File: src/hdl/bda_pkg.sv
// Package for the binary to decimal ASCII converter.
// Holds the sizing constants and the sequencer state type; no dependencies.

package bda_pkg;

  localparam int unsigned VALUE_BITS = 32;
  localparam int unsigned MAX_DIGITS = 10;
  localparam int unsigned BCD_BITS   = 4 * MAX_DIGITS;
  localparam int unsigned CNT_W      = $clog2(VALUE_BITS);
  localparam int unsigned REM_W      = $clog2(MAX_DIGITS + 1);
  localparam int unsigned POS_W      = 4;
  localparam int unsigned CHAR_W     = 6;

  // High two bits of ASCII '0' in the six-bit character field.
  localparam logic [1:0] ASCII_ZERO_HI = 2'b11;

  typedef enum logic [3:0] {
    ST_IDLE = 4'b0001,
    ST_CONV = 4'b0010,
    ST_EMIT = 4'b0100,
    ST_DONE = 4'b1000
  } state_e;

endpackage

File: src/hdl/binary_to_decimal_ascii_core.sv
// Top level of the binary to decimal ASCII converter.
// Double-dabble shift unit, sequencer and output register; uses bda_pkg.
//
// Usage:
//   Input channel: value_i with in_valid_i; the block raises in_stall_o
//   from the cycle after an item is accepted until the done state that follows
//   the hand-over of its last digit to the output register has passed. An
//   item is taken when in_valid_i is high and in_stall_o is low.
//   Output channel: one item per decimal digit, most significant first,
//   with no leading zeros (zero gives a single '0'). last_o marks the least
//   significant digit. An item leaves when out_valid_o is high and
//   out_stall_i is low.
//   Conversion: one shift-and-adjust step per input bit, then one step per
//   digit of the register; leading zeros also take a step each to drop. So
//   with no output stall the time per item does not depend on the value, and
//   a new item is only taken once the previous one has passed the done state.
//   A stalled output holds its digit; the sequencer waits in the digit phase
//   until the output register frees up.
//   Reset clears the sequencer and the output valid; no item is in flight.

module binary_to_decimal_ascii_core
  import bda_pkg::*;
(
  input  logic              clk_i,
  input  logic              rst_ni,
  input  logic              in_valid_i,
  output logic              in_stall_o,
  input  logic [31:0]       value_i,
  output logic              out_valid_o,
  input  logic              out_stall_i,
  output logic [CHAR_W-1:0] digit_char_o,
  output logic [POS_W-1:0]  digit_position_o,
  output logic              last_o
);

  state_e                state_q, state_d;
  logic [VALUE_BITS-1:0] bin_q, bin_d;
  logic [BCD_BITS-1:0]   bcd_q, bcd_d;
  logic [CNT_W-1:0]      cnt_q, cnt_d;
  logic [REM_W-1:0]      rem_q, rem_d;
  logic [POS_W-1:0]      pos_q, pos_d;
  logic                  started_q, started_d;
  logic                  ovf_q, ovf_d;

  logic                  out_valid_q, out_valid_d;
  logic [CHAR_W-1:0]     char_q, char_d;
  logic [POS_W-1:0]      opos_q, opos_d;
  logic                  last_q, last_d;

  logic [BCD_BITS-1:0]   bcd_adj;
  logic [3:0]            top_digit;
  logic                  in_take;
  logic                  out_free;
  logic                  skip;

  // Add-three correction on every digit lane before the shift.
  always_comb begin
    for (int i = 0; i < int'(MAX_DIGITS); i++) begin
      if (bcd_q[4*i +: 4] >= 4'd5) begin
        bcd_adj[4*i +: 4] = bcd_q[4*i +: 4] + 4'd3;
      end else begin
        bcd_adj[4*i +: 4] = bcd_q[4*i +: 4];
      end
    end
  end

  assign top_digit = bcd_q[BCD_BITS-1 -: 4];
  assign in_stall_o = (state_q != ST_IDLE);
  assign in_take    = in_valid_i && !in_stall_o;
  assign out_free   = !out_valid_q || !out_stall_i;

  // A leading zero is dropped unless high digits were lost to truncation,
  // in which case all digits of the register are shown.
  assign skip = !started_q && !ovf_q && (top_digit == 4'd0) && (rem_q > REM_W'(1));

  always_comb begin
    state_d     = state_q;
    bin_d       = bin_q;
    bcd_d       = bcd_q;
    cnt_d       = cnt_q;
    rem_d       = rem_q;
    pos_d       = pos_q;
    started_d   = started_q;
    ovf_d       = ovf_q;
    out_valid_d = out_valid_q && out_stall_i;
    char_d      = char_q;
    opos_d      = opos_q;
    last_d      = last_q;

    unique case (state_q)
      ST_IDLE: begin
        if (in_take) begin
          bin_d     = value_i[VALUE_BITS-1:0];
          bcd_d     = '0;
          cnt_d     = CNT_W'(VALUE_BITS - 1);
          rem_d     = REM_W'(MAX_DIGITS);
          pos_d     = '0;
          started_d = 1'b0;
          ovf_d     = 1'b0;
          state_d   = ST_CONV;
        end
      end
      ST_CONV: begin
        bcd_d = {bcd_adj[BCD_BITS-2:0], bin_q[VALUE_BITS-1]};
        bin_d = {bin_q[VALUE_BITS-2:0], 1'b0};
        ovf_d = ovf_q || bcd_adj[BCD_BITS-1];
        cnt_d = cnt_q - CNT_W'(1);
        if (cnt_q == '0) begin
          state_d = ST_EMIT;
        end
      end
      ST_EMIT: begin
        if (skip) begin
          bcd_d = {bcd_q[BCD_BITS-5:0], 4'd0};
          rem_d = rem_q - REM_W'(1);
        end else if (out_free) begin
          out_valid_d = 1'b1;
          char_d      = {ASCII_ZERO_HI, top_digit};
          opos_d      = pos_q;
          last_d      = (rem_q == REM_W'(1));
          bcd_d       = {bcd_q[BCD_BITS-5:0], 4'd0};
          rem_d       = rem_q - REM_W'(1);
          pos_d       = pos_q + POS_W'(1);
          started_d   = 1'b1;
          if (rem_q == REM_W'(1)) begin
            state_d = ST_DONE;
          end
        end
      end
      ST_DONE: begin
        state_d = ST_IDLE;
      end
      default: begin
        state_d = ST_IDLE;
      end
    endcase
  end

  always_ff @(posedge clk_i or negedge rst_ni) begin
    if (!rst_ni) begin
      state_q     <= ST_IDLE;
      out_valid_q <= 1'b0;
    end else begin
      state_q     <= state_d;
      out_valid_q <= out_valid_d;
    end
  end

  always_ff @(posedge clk_i) begin
    bin_q     <= bin_d;
    bcd_q     <= bcd_d;
    cnt_q     <= cnt_d;
    rem_q     <= rem_d;
    pos_q     <= pos_d;
    started_q <= started_d;
    ovf_q     <= ovf_d;
    char_q    <= char_d;
    opos_q    <= opos_d;
    last_q    <= last_d;
  end

  assign out_valid_o      = out_valid_q;
  assign digit_char_o     = char_q;
  assign digit_position_o = opos_q;
  assign last_o           = last_q;

endmodule

File: config.mk
export PLATFORM = sky130hd
export DESIGN_NAME = binary_to_decimal_ascii_core
export DESIGN_NICKNAME = d
export VERILOG_FILES = /design/src/hdl/bda_pkg.sv /design/src/hdl/binary_to_decimal_ascii_core.sv
export SDC_FILE = /design/constraint.sdc
export NUM_CORES = 1
export LEC_CHECK = 0
export ABC_AREA = 1
export BUFFER_PORTS_ARGS = -buffer_cell sky130_fd_sc_hd__buf_2
export CAP_MARGIN = 20
export CELL_PAD_IN_SITES_DETAIL_PLACEMENT = 0
export CELL_PAD_IN_SITES_GLOBAL_PLACEMENT = 1
export CORE_MARGIN = 1
export CORE_UTILIZATION = 50
export DETAILED_ROUTE_END_ITERATION = 10
export PLACE_DENSITY_LB_ADDON = 0.1
export SYNTH_ARGS = -nofsm -noshare
export SYNTH_HDL_FRONTEND = slang
export SYNTH_SLANG_ARGS = --single-unit
File: constraint.sdc
create_clock -name clk_i -period 12.9 [get_ports clk_i]
set_clock_uncertainty 0.2 [all_clocks]
set_input_delay 2.58 -clock clk_i [delete_from_list [all_inputs] [get_ports clk_i]]
set_output_delay 2.58 -clock clk_i [all_outputs]
set_load 0.01 [all_outputs]
Yosys cells after proc, flatten, opt, wreduce, memory -nomap -nowiden. Index checks and enable logic that the tools add are counted.

Flip-flop bits (word level): 101.

Add/sub/neg operators: 13. $lt $le $gt $ge: 11. Equality and inequality tests: 11. Multiplexer cells: 40. Bitwise logic cells: 1. Reductions and logical operators: 23.

Operators with widths (number): 2-to-1 mux 40 bit (3); case mux 40 bit (3 select lines) (1); 2-to-1 mux 4 bit (21); case mux 32 bit (2 select lines) (1); adder 4 x 2 -> 4 bit, second input constant (10); greater-or-equal comparator 4 x 3 -> 1 bit, second input constant (10); 2-to-1 mux 32 bit (1); case mux 4 bit (2 select lines) (2); case mux 4 bit (3 select lines) (1); inequality test 2 bit, second input constant (5); case mux 5 bit (2 select lines) (1); AND reduction 3 bit (3); == test 4 x 1 -> 1 bit, second input constant (2); 2-to-1 mux 1 bit (6); logical AND 1 bit (5); logical NOT 1 bit (5); logical NOT 5 bit (1); 2-to-1 mux 5 bit (1); AND reduction 5 bit (1); subtractor 5 x 1 -> 5 bit, second input constant (1); adder 4 x 1 -> 4 bit, second input constant (1); == test 4 x 2 -> 1 bit, second input constant (1); == test 4 x 3 -> 1 bit, second input constant (1); > comparator 4 x 1 -> 1 bit, second input constant (1); 11 further kinds (14).

Longest topological paths before layout. Gate-level depths: netlist of run 1.

Word-level depth: 6. Depth in mapped cells: 9. Depth with buffers taken out: 9.

Worst setup path before layout of run 1. OpenSTA, ideal clock, no wires.

Path kind: input-to-reg. Start: input port in_valid_i. End: register bin_q[0] (enable). Library setup time: 486 ps. Data arrival time: 5334 ps. Required time: 12214 ps. Setup slack: 6879 ps. Cell stages on the path: 2. Path buffers: 0. Cells stage by stage: inv_1 > o21ai_0.

Word-level cells in the longest chain between the ends: 3.

RTL lines: from (decl) (RTL line binary_to_decimal_ascii_core.sv:26) `input logic in_valid_i,`; logical AND 1 bit (RTL line binary_to_decimal_ascii_core.sv:69) `assign in_take = in_valid_i && !in_stall_o;`; inequality test 2 bit (no source line); AND reduction 2 bit (no source line); to (signal assigned) (RTL line binary_to_decimal_ascii_core.sv:150) `bin_q <= bin_d;`; to (decl) (RTL line binary_to_decimal_ascii_core.sv:37) `logic [VALUE_BITS-1:0] bin_q, bin_d;`.

No other way between the ends. A chain may end at the register's enable or synchronous reset.

Worst setup path in the final report of run 1.
Start: register state_q[0]. End: output port in_stall_o.

Word-level cells in the longest chain between the ends: 1.

RTL lines: from (decl) (RTL line binary_to_decimal_ascii_core.sv:36) `state_e state_q, state_d;`; from (signal assigned) (RTL line binary_to_decimal_ascii_core.sv:144) `state_q <= state_d;`; inequality test 4 x 1 -> 1 bit (RTL line binary_to_decimal_ascii_core.sv:68) `assign in_stall_o = (state_q != ST_IDLE);`; to (decl) (RTL line binary_to_decimal_ascii_core.sv:27) `output logic in_stall_o,`.

No other way between the ends.

==> run summary, run 1 <==
Reg clk slew, reported paths - 0.09 ns
DRC viols - 0
period utilization - 32.50%
Ys Warns - 0
sequential cell area - 3009 sq um
largest net degree at the start of global routing - 75
status - completed
area of the mapped netlist - 5258 sq um
fin crit period - 4.193 ns
IO Port Bufs - 46
Setup WS pre-CTS - 8.376 ns
crit path DAT - 1.41 ns
Worst Path Required - 10.12 ns
Ports - 49
Worst Setup Start Kind - flip-flop
vias in the first global route - 3,529
Core ar. - 10,280 sq um
Synth async-reset ratio - 4.950%
Final setup viols - 0
Vias - 3,664
final net count - 653
setup TNS - 0 ns
Final Hold Vio Count - 0
Max clock buf depth - 2
hold_ws - 0.2818 ns
utilization after layout - 55.98%
most frequent cells in the layout - 177 x nand2_1, 96 x edfxtp_1, 60 x inv_1
average vias per placed instance - 5.005
Num CTS Buffers - 9
Leak Pwr - 2.470 nW
layout cell share with drive strength beyond 1 - 13.09%
CTS tree - done
Syn Inst Count - 548
die height - 104.5 microns
total power - 1.377 mW
hpwl dp - 6.056 mm
most common cell after layout, fill and taps aside - nand2_1
CTS H-Tree Depth - 3
CP Max Fanout - 5
Mean Syn Cell Area - 9.594 sq um
Total Routing Usage GR - 18.00%
post_cts resized - 0
Worst slew margin - 36.71%
root buf cell - clkbuf_8
pins over their slew limit - 0
worst slew pin tran - 0.9460 ns
combined area of the multi-input logic cells - 1913 sq um
Worst Hold Class - flip-flop to flip-flop
Area growth, synth to finish - 9.424%
row cnt - 37
drt wl/cell - 12.60 microns
Max Cap Viol - 0
drt total wl - 9.221 mm
grt total ovfl - 0
initial antenna violation count - 0
clk sinks - 101
Die W - 104.5 microns
initial DRC count - 155
hold_buf cts - 0
post-synth cell types - 30
RSZ-0062 raised after global routing - false
crit end category - output pin
Antenna Nets Post-Route - 0
Fmax - 238.5 MHz
critical path class - flip-flop to output pin
number of flops mapped to enable cells by yosys - 96
Post-CTS Setup Bufs - 0
first-pass GRT wire length - 15.75 mm
Synth Flop Type - edfxtp_1
gpl congestion - 0.7965
clk_lat worst skew - 0.36 ns
sequential cell area fraction in the yosys report - 57.23%
1st-pass router iterations - 4
Initial Util - 51.16%
Peak VDD IR - 103.9 uV
Yosys reg bits - 101
Ant. Diodes - 0
power per cell area - 239.3 nW/um^2
final setup margin - 8.707 ns
fill cell count - 935
Die Area - 10,930 sq um
## worst max-delay path: stages, from the launching register on
cell and delay, ns:
dfstp_2 0.55, inv_2 0.04, nor2_1 0.11, nand2_1 0.17, buf_2 0.19
## sequential cells by signal, summed over array words and instances (netlist names)
register,cells
out_valid_o,1
bin_q,32
state_q,4
rem_q,4
ovf_q,1
started_q,1
bcd_q,40
pos_q,4
digit_position_o,4
cnt_q,5
last_o,1
digit_char_o,4
## cell usage after synthesis (all sizes together) (2+ instances only)
master | count | area share [%]
nand2 | 178 | 13
buf | 16 | 2.2
edfxtp | 96 | 55
xnor2 | 2 | 0.33
nand3 | 24 | 2.4
o21ai | 42 | 4.0
xor2 | 9 | 1.5
inv | 63 | 4.5
a21oi | 11 | 1.0
dfrtp | 4 | 1.9
ha | 26 | 6.2
clkbuf | 2 | 0.14
nor2 | 41 | 3.1
o22ai | 24 | 3.5
o211ai | 4 | 0.57
## per-layer routing
layer	share of wire [%]	global-route usage (%)	up-vias	wire [microns]
met5	0	0	-	0
met4	1.6	8.265	0	152
met3	3.8	3.119	12	355
met2	47	30.09	86	4309
met1	48	22.85	1660	4403
li1	-	-	1906	-
## final cells by class
class,count,share of cell area (%)
clock buffer,11,2.284
clock inverter,5,0.4785
inverter,63,4.110
multi-input combinational,367,33.25
sequential,101,52.31
tap,136,2.958
timing repair buffer,49,4.611
## through the flow
step / instance area [sq um] / cells
floorplan: 5261 / 549
global route: 5753 / 732
detailed placement: 5574 / 715
finish: 5753 / 732
CTS: 5733 / 731
global placement: 5574 / 715
## cell families (layout without fill, tap and decap cells)
group | after synthesis | in the layout | synth area share, %
compound gates | 83 | 83 | 9.400
simple gates | 245 | 245 | 18.47
xor+xnor | 11 | 11 | 1.833
other cells | 1 | 2 | 0.07133
fa+ha+maj | 26 | 26 | 6.187
buf+inv | 81 | 128 | 6.806
flops | 101 | 101 | 57.23
## power breakdown
part | switching [mW] | internal (mW)
registers | 0.0886 | 0.575
logic | 0.369 | 0.172
clock network | 0.104 | 0.0691
total | 0.561 | 0.815
## final timing paths
kind	to	cells past startpoint	slack (ns)	start
worst max register to register	state_q[3]	7	10.00	state_q[3]
worst max-delay path	in_stall_o	4	8.71	state_q[0]
worst min register to register	digit_position_o[3]	0	0.28	pos_q[3]
max in group asynchronous	state_q[0]	1	10.47	rst_ni
min in group asynchronous	state_q[1]	1	1.82	rst_ni
worst min-delay path	digit_position_o[3]	0	0.28	pos_q[3]
Power figures use the tool's default switching activity.
==> inputs of run 2 (changes only) <==
Settings changed: ABC_AREA 1 to 0, CORE_UTILIZATION 50 to 43.
Clock period 12.9 ns to 3.4 ns, I/O delays scaled along.
==> run summary, run 2 <==
row cnt - 39 (+5.4%)
Final Hold Vio Count - 0 (unchanged)
met3 GRT Util - 3.718% (+0.60 points)
Worst Hold Class - flip-flop to flip-flop
pins over their slew limit - 0 (unchanged)
Core ar. - 11,520 sq um (+12%)
average vias per placed instance - 5.124 (+2.4%)
critical path class - flip-flop to output pin
Fmax - 385.0 MHz
DRC viols - 2 (+2)
largest area contributor in the netlist - edfxtp_1
most frequent cells in the layout - 124 x nand2_1, 96 x edfxtp_1, 46 x buf_2
Die W - 111.3 microns (+6.4%)
GR Util met2 - 24.79% (-5.3 points)
layout cell share with drive strength beyond 1 - 14.64% (+1.6 points)
Initial Util - 44.58% (-6.6 points)
Syn Inst Count - 469 (-14%)
period utilization - 76.39%
Top reg by flops - bcd_q
Antenna Nets Post-Route - 0 (unchanged)
Die Area - 12,380 sq um (+13%)
Synth area leaders - edfxtp_1 56%, nand2_1 9.1%, ha_1 6.3%
1st-pass router iterations - 7 (+3)
clk sinks - 101 (unchanged)
number of flops mapped to enable cells by yosys - 96 (unchanged)
Yosys reg bits - 101 (unchanged)
Ports - 49 (unchanged)
worst slew pin tran - 0.7827 ns (-0.1633 ns)
Worst Setup Start Kind - flip-flop
Synth async-reset ratio - 4.950% (unchanged)
post_cts resized - 0 (unchanged)
first-pass GRT wire length - 15.72 mm (-0.22%)
Peak VDD IR - 434.7 uV (+320%)
top flop regs - bcd_q (40), bin_q (32), cnt_q (5)
vias in the first global route - 3,353 (-5.0%)
DP Area - 5488 sq um (-1.5%)
most common cell after layout, fill and taps aside - nand2_1
max reg flops - 40 (unchanged)
top cells by count, synth - 124 x nand2_1, 96 x edfxtp_1, 26 x ha_1, 26 x inv_1, 26 x o21ai_0
CTS H-Tree Depth - 3 (unchanged)
placed cells - 645 (-9.8%)
root buf cell - clkbuf_16
crit path DAT - 1.72 ns (+0.31 ns)
gpl congestion - 0.7555 (-5.1%)
Ys Warns - 0 (unchanged)
Max clock buf depth - 2 (unchanged)
initial antenna violation count - 0 (unchanged)
CP Max Fanout - 6 (+1)
share of the synthesized area in the top cell type - 56.15% (+1.3 points)
Final setup viols - 0 (unchanged)
final net count - 576 (-12%)
r2r setup slk - 0.81 ns (-9.19 ns)
gr busiest metal - met2
drt total wl - 9.320 mm (+1.1%)
IO Port Bufs - 46 (unchanged)
grt total ovfl - 0 (unchanged)
hold_ws - 0.2889 ns (+0.007055 ns)
CTS tree - done
most frequent cell after synthesis - nand2_1
RSZ-0062 raised after global routing - false
clk_lat worst skew - 0.34 ns (-0.02 ns)
Leak Pwr - 2.268 nW (-8.2%)
fin crit period - 2.597 ns
Ant. Diodes - 0 (unchanged)
GR Util met1 - 21.87% (-0.98 points)
Max Cap Viol - 0 (unchanged)
largest net degree at the start of global routing - 48 (-36%)
drt wl/cell - 14.08 microns (+12%)
setup TNS - 0 ns (unchanged)
non-filler cells, final - 662 (-9.6%)
fill cell count - 1,080 (+16%)
initial DRC count - 169 (+9.0%)
Area growth, synth to finish - 12.89%
failing checks - DRC
area of the mapped netlist - 5134 sq um (-2.4%)
Num CTS Buffers - 9 (unchanged)
Mean Syn Cell Area - 10.95 sq um (+14%)
Reg clk slew, reported paths - 0.07 ns (-0.02 ns)
power per cell area - 778.9 nW/um^2 (+230%)
Total Routing Usage GR - 15.97% (-2.0 points)
post-synth cell types - 39 (+30%)
hpwl dp - 6.025 mm (-0.52%)
Vias - 3,392 (-7.4%)
sequential cell area fraction in the yosys report - 58.62% (+1.4 points)
Synth Flop Type - edfxtp_1
die height - 111.3 microns (+6.4%)
status - finished with violations
Worst Path Required - 2.52 ns (-7.60 ns)
crit end category - output pin
Worst slew margin - 47.62% (+11 points)
final instance area - 5796 sq um (+0.74%)
## run 2: cell types whose count changed after synthesis, moves of 6 or more
cell      delta
xnor2_1     +15
a21oi_1     +12
nor3b_1     +11
o22ai_1      -9
nand3_1     -11
clkbuf_1     +6
o32ai_1      +7
inv_1       -34
nand2b_1    +11
nor2_1      -25
o21ai_0     -14
nand2_1     -53
## run 2: where the power goes
group	total, mW	leakage, nW	internal [mW]	switching [mW]
Clock	1.01	0.148	0.574	0.440
Combinational	1.32	1.15	0.493	0.827
Sequential	2.18	0.970	1.93	0.249
## run 2: layout make-up
cell class	count	area [sq um]	area share, %
flip-flops and latches	101	3009	51.92
inverters	27	102.6	1.770
clock buffers	13	280.3	4.836
multi-input cells	322	1909	32.94
repair buffers	53	297.8	5.138
well taps	143	178.9	3.087
clock inverters	3	17.52	0.3022
## run 2: final timing paths
kind                             from                   to  cells after the start
max                        state_q[0]           in_stall_o                      2
min                          pos_q[1]  digit_position_o[1]                      0
max reg2reg                 bcd_q[36]             bcd_q[8]                      7
min reg2reg                  pos_q[1]  digit_position_o[1]                      0
max in group asynchronous      rst_ni           state_q[0]                      2
min in group asynchronous      rst_ni          out_valid_o                      2
## run 2: cell families after synthesis
| kind of cell | Yosys count | synth area share, % |
|---|---|---|
| fa+ha+maj | 26 | 6.337 |
| other cells | 1 | 0.07305 |
| compound gates | 81 | 9.749 |
| buf+inv | 47 | 4.387 |
| flops | 101 | 58.62 |
| xor+xnor | 25 | 4.265 |
| simple gates | 188 | 16.57 |
## run 2: metal layers
layer  share of wire, %  vias to the layer above  wire [microns]
met5                  0                        -               0
met4                1.3                        0             121
met3                3.5                        5             326
met2                 45                       54            4148
met1                 51                     1599            4723
li1                   -                     1734               -
## run 2: timing repair
action,in CTS,in global routing
buffers inserted,0,0
hold endpoints to repair,4,0
hold buffers,1,0
## run 2: per-stage QoR
| stage | setup slack (ns) | total power [mW] | utilization [%] |
|---|---|---|---|
| global route | 0.6672 | 4.822 | 50.33 |
| CTS | 0.7921 | 4.572 | 50.33 |
| detailed placement | 0.8263 | 3.545 | 47.65 |
| finish | 0.8026 | 4.514 | 50.33 |
| floorplan | 0.4983 | 3.173 | - |
| global placement | 0.8475 | 3.524 | 47.65 |
## run 2: worst max-delay path, stage by stage, from the launching register on
cell,delay (ns)
dfstp_2,0.58
or4b_2,0.63
buf_2,0.17
==> inputs of run 3 (changes only) <==
Settings changed: ABC_AREA 0 to 1, CORE_UTILIZATION 43 to 42.
Clock period 3.4 ns to 2.2 ns, I/O delays scaled along.
==> run summary, run 3 (synthesized netlist as in run 1, its figures left out) <==
status - completed
Reg clk slew, reported paths - 0.07 ns (about the same)
clk_lat worst skew - 0.35 ns (about the same)
DRC viols - 0 (-2)
Flop pwr share - 43.8% (-4.5 points)
Reg-to-Reg Start - bcd_q[37]
Area growth, synth to finish - 15.25%
combinational share of power - 39.1% (+9.9 points)
Peak VDD IR - 508.0 uV (+17%)
layout cell share with drive strength beyond 1 - 15.27% (+0.63 points)
hpwl dp - 6.542 mm (+8.6%)
Critical Path Sink - in_stall_o
pins over their slew limit - 0 (unchanged)
internal power - 5.411 mW (+80%)
row cnt - 40 (+2.6%)
initial DRC count - 214 (+27%)
first-pass GRT wire length - 16.46 mm (+4.7%)
CTS H-Tree Depth - 3 (unchanged)
Leak Pwr - 2.593 nW (+14%)
hold_ws - 0.1217 ns (-0.1672 ns)
Reg-to-Reg End - bcd_q[4]
Num CTS Buffers - 9 (unchanged)
Worst Setup SP - state_q[0]
most common cell after layout, fill and taps aside - nand2_1
most frequent cells in the layout - 176 x nand2_1, 96 x edfxtp_1, 59 x inv_1
Final Hold Vio Count - 0 (unchanged)
root buf cell - clkbuf_16
fin crit period - 2.057 ns
fill cell count - 1,214 (+12%)
sw power - 3.437 mW (+130%)
r2r setup slk - 0.19 ns (-0.62 ns)
Worst path slowest cell - dfstp_2
setup TNS - 0 ns (unchanged)
die height - 113.9 microns (+2.4%)
final net count - 666 (+16%)
crit end category - output pin
Core ar. - 12,110 sq um (+5.2%)
IO Port Bufs - 46 (unchanged)
R2R cell count - 9 (+2)
crit path DAT - 1.42 ns (-0.30 ns)
Die Area - 12,970 sq um (+4.8%)
critical path class - flip-flop to output pin
CTS tree - done
Initial Util - 43.41% (-1.2 points)
average vias per placed instance - 4.795 (-6.4%)
Fmax - 486.2 MHz
RSZ-0062 raised after global routing - false
largest net degree at the start of global routing - 41 (-15%)
clk sinks - 101 (unchanged)
CP Max Fanout - 5 (-1)
power per cell area - 1460 nW/um^2 (+87%)
drt total wl - 9.783 mm (+5.0%)
grt total ovfl - 0 (unchanged)
Top reg by flops - bcd_q
Ant. Diodes - 0 (unchanged)
Die W - 113.9 microns (+2.4%)
gpl congestion - 0.7706 (+2.0%)
Max clock buf depth - 2 (unchanged)
period utilization - 93.48%
Switching Share - 38.85% (+5.3 points)
max incr delay on CP - 0.54 ns (-0.09 ns)
Worst Path Required - 1.56 ns (-0.96 ns)
Total Routing Usage GR - 16.16% (+0.20 points)
Max Cap Viol - 0 (unchanged)
total power - 8.848 mW (+96%)
drt wl/cell - 12.59 microns (-11%)
max reg flops - 40 (unchanged)
Ports - 49 (unchanged)
Clk pwr share - 17.1% (-5.4 points)
initial antenna violation count - 0 (unchanged)
1st-pass router iterations - 4 (-3)
Antenna Nets Post-Route - 0 (unchanged)
Worst Hold Class - primary input to flip-flop
top flop regs - bcd_q (40), bin_q (32), cnt_q (5)
Worst Setup Start Kind - flip-flop
Vias - 3,726 (+9.8%)
Final setup viols - 0 (unchanged)
CP Cell Sequence - inv_2 > nor2_1 > nand2_1 > buf_2
vias in the first global route - 3,613 (+7.8%)
run 3: cell types whose count changed in the layout (fill, tap and decap cells not counted), moves of 5 or more:
cell	previous run	this run
nor2_1	14	38
xnor2_1	17	2
o32ai_1	7	0
nand2_1	124	176
buf_4	5	11
o22ai_2	0	5
o22ai_1	10	19
o311ai_0	5	0
inv_1	26	59
o21ai_0	26	38
nand2b_1	11	0
nand3_1	12	23
nor3b_1	11	0
a21oi_1	23	11
run 3: cell type report:
| cell class | instances | area, sq um | area share, % |
|---|---|---|---|
| well taps | 168 | 210.2 | 3.469 |
| flip-flops and latches | 101 | 3009 | 49.66 |
| inverters | 63 | 236.5 | 3.903 |
| clock inverters | 3 | 20.02 | 0.3304 |
| clock buffers | 13 | 260.3 | 4.295 |
| multi-input cells | 367 | 1916 | 31.61 |
| repair buffers | 62 | 407.9 | 6.731 |
run 3: critical path: cells and delay by family (launching register included):
kind	cells	cell delay (ns)
simple gates	2	0.29
buf+inv	2	0.23
flops	1	0.54
run 3: power groups by stage:
stage	combinational (mW)	sequential, mW	clock, mW
finish	3.46	3.87	1.51
global route	3.96	3.99	1.62
CTS	3.37	3.88	1.55
detailed placement	3.35	3.90	0
global placement	3.33	3.88	0
floorplan	2.45	3.80	0
run 3: through the flow:
step	utilization (%)	setup slack, ns	instance area [sq um]	instances
6_report	50.03	0.1434	6060	777
2_1_floorplan	-	-0.06100	5283	549
3_3_place_gp	47.30	0.1834	5729	757
3_5_place_dp	47.30	0.1699	5729	757
4_1_cts	49.70	0.1352	6020	774
5_1_grt	50.03	0.03644	6060	777
run 3: worst min-delay path by stage:
stage / from / endpoint / slack [ns] / cells after the start
after floorplan: rst_ni / out_valid_o / -0.06 / 0
after global placement: rst_ni / out_valid_o / 0.06 / 1
after detailed placement: rst_ni / out_valid_o / 0.06 / 1
after CTS: out_stall_i / out_valid_o / 0.11 / 3
after global routing: out_stall_i / out_valid_o / 0.13 / 3
final: out_stall_i / out_valid_o / 0.12 / 3
run 3: metal layers:
layer	track usage (%)	part of all wire, %	up-vias
li1	-	-	1932
met1	20.91	49	1714
met2	26.50	46	68
met3	2.869	3.3	12
met4	7.532	1.8	0
met5	0	0	-
run 3: repair_timing:
item | in CTS | in global routing
hold endpoints to repair | 5 | 0
gates resized for setup | 0 | 2
setup endpoints to repair | 0 | 40
buffers inserted | 0 | 2
hold buffers | 1 | 0
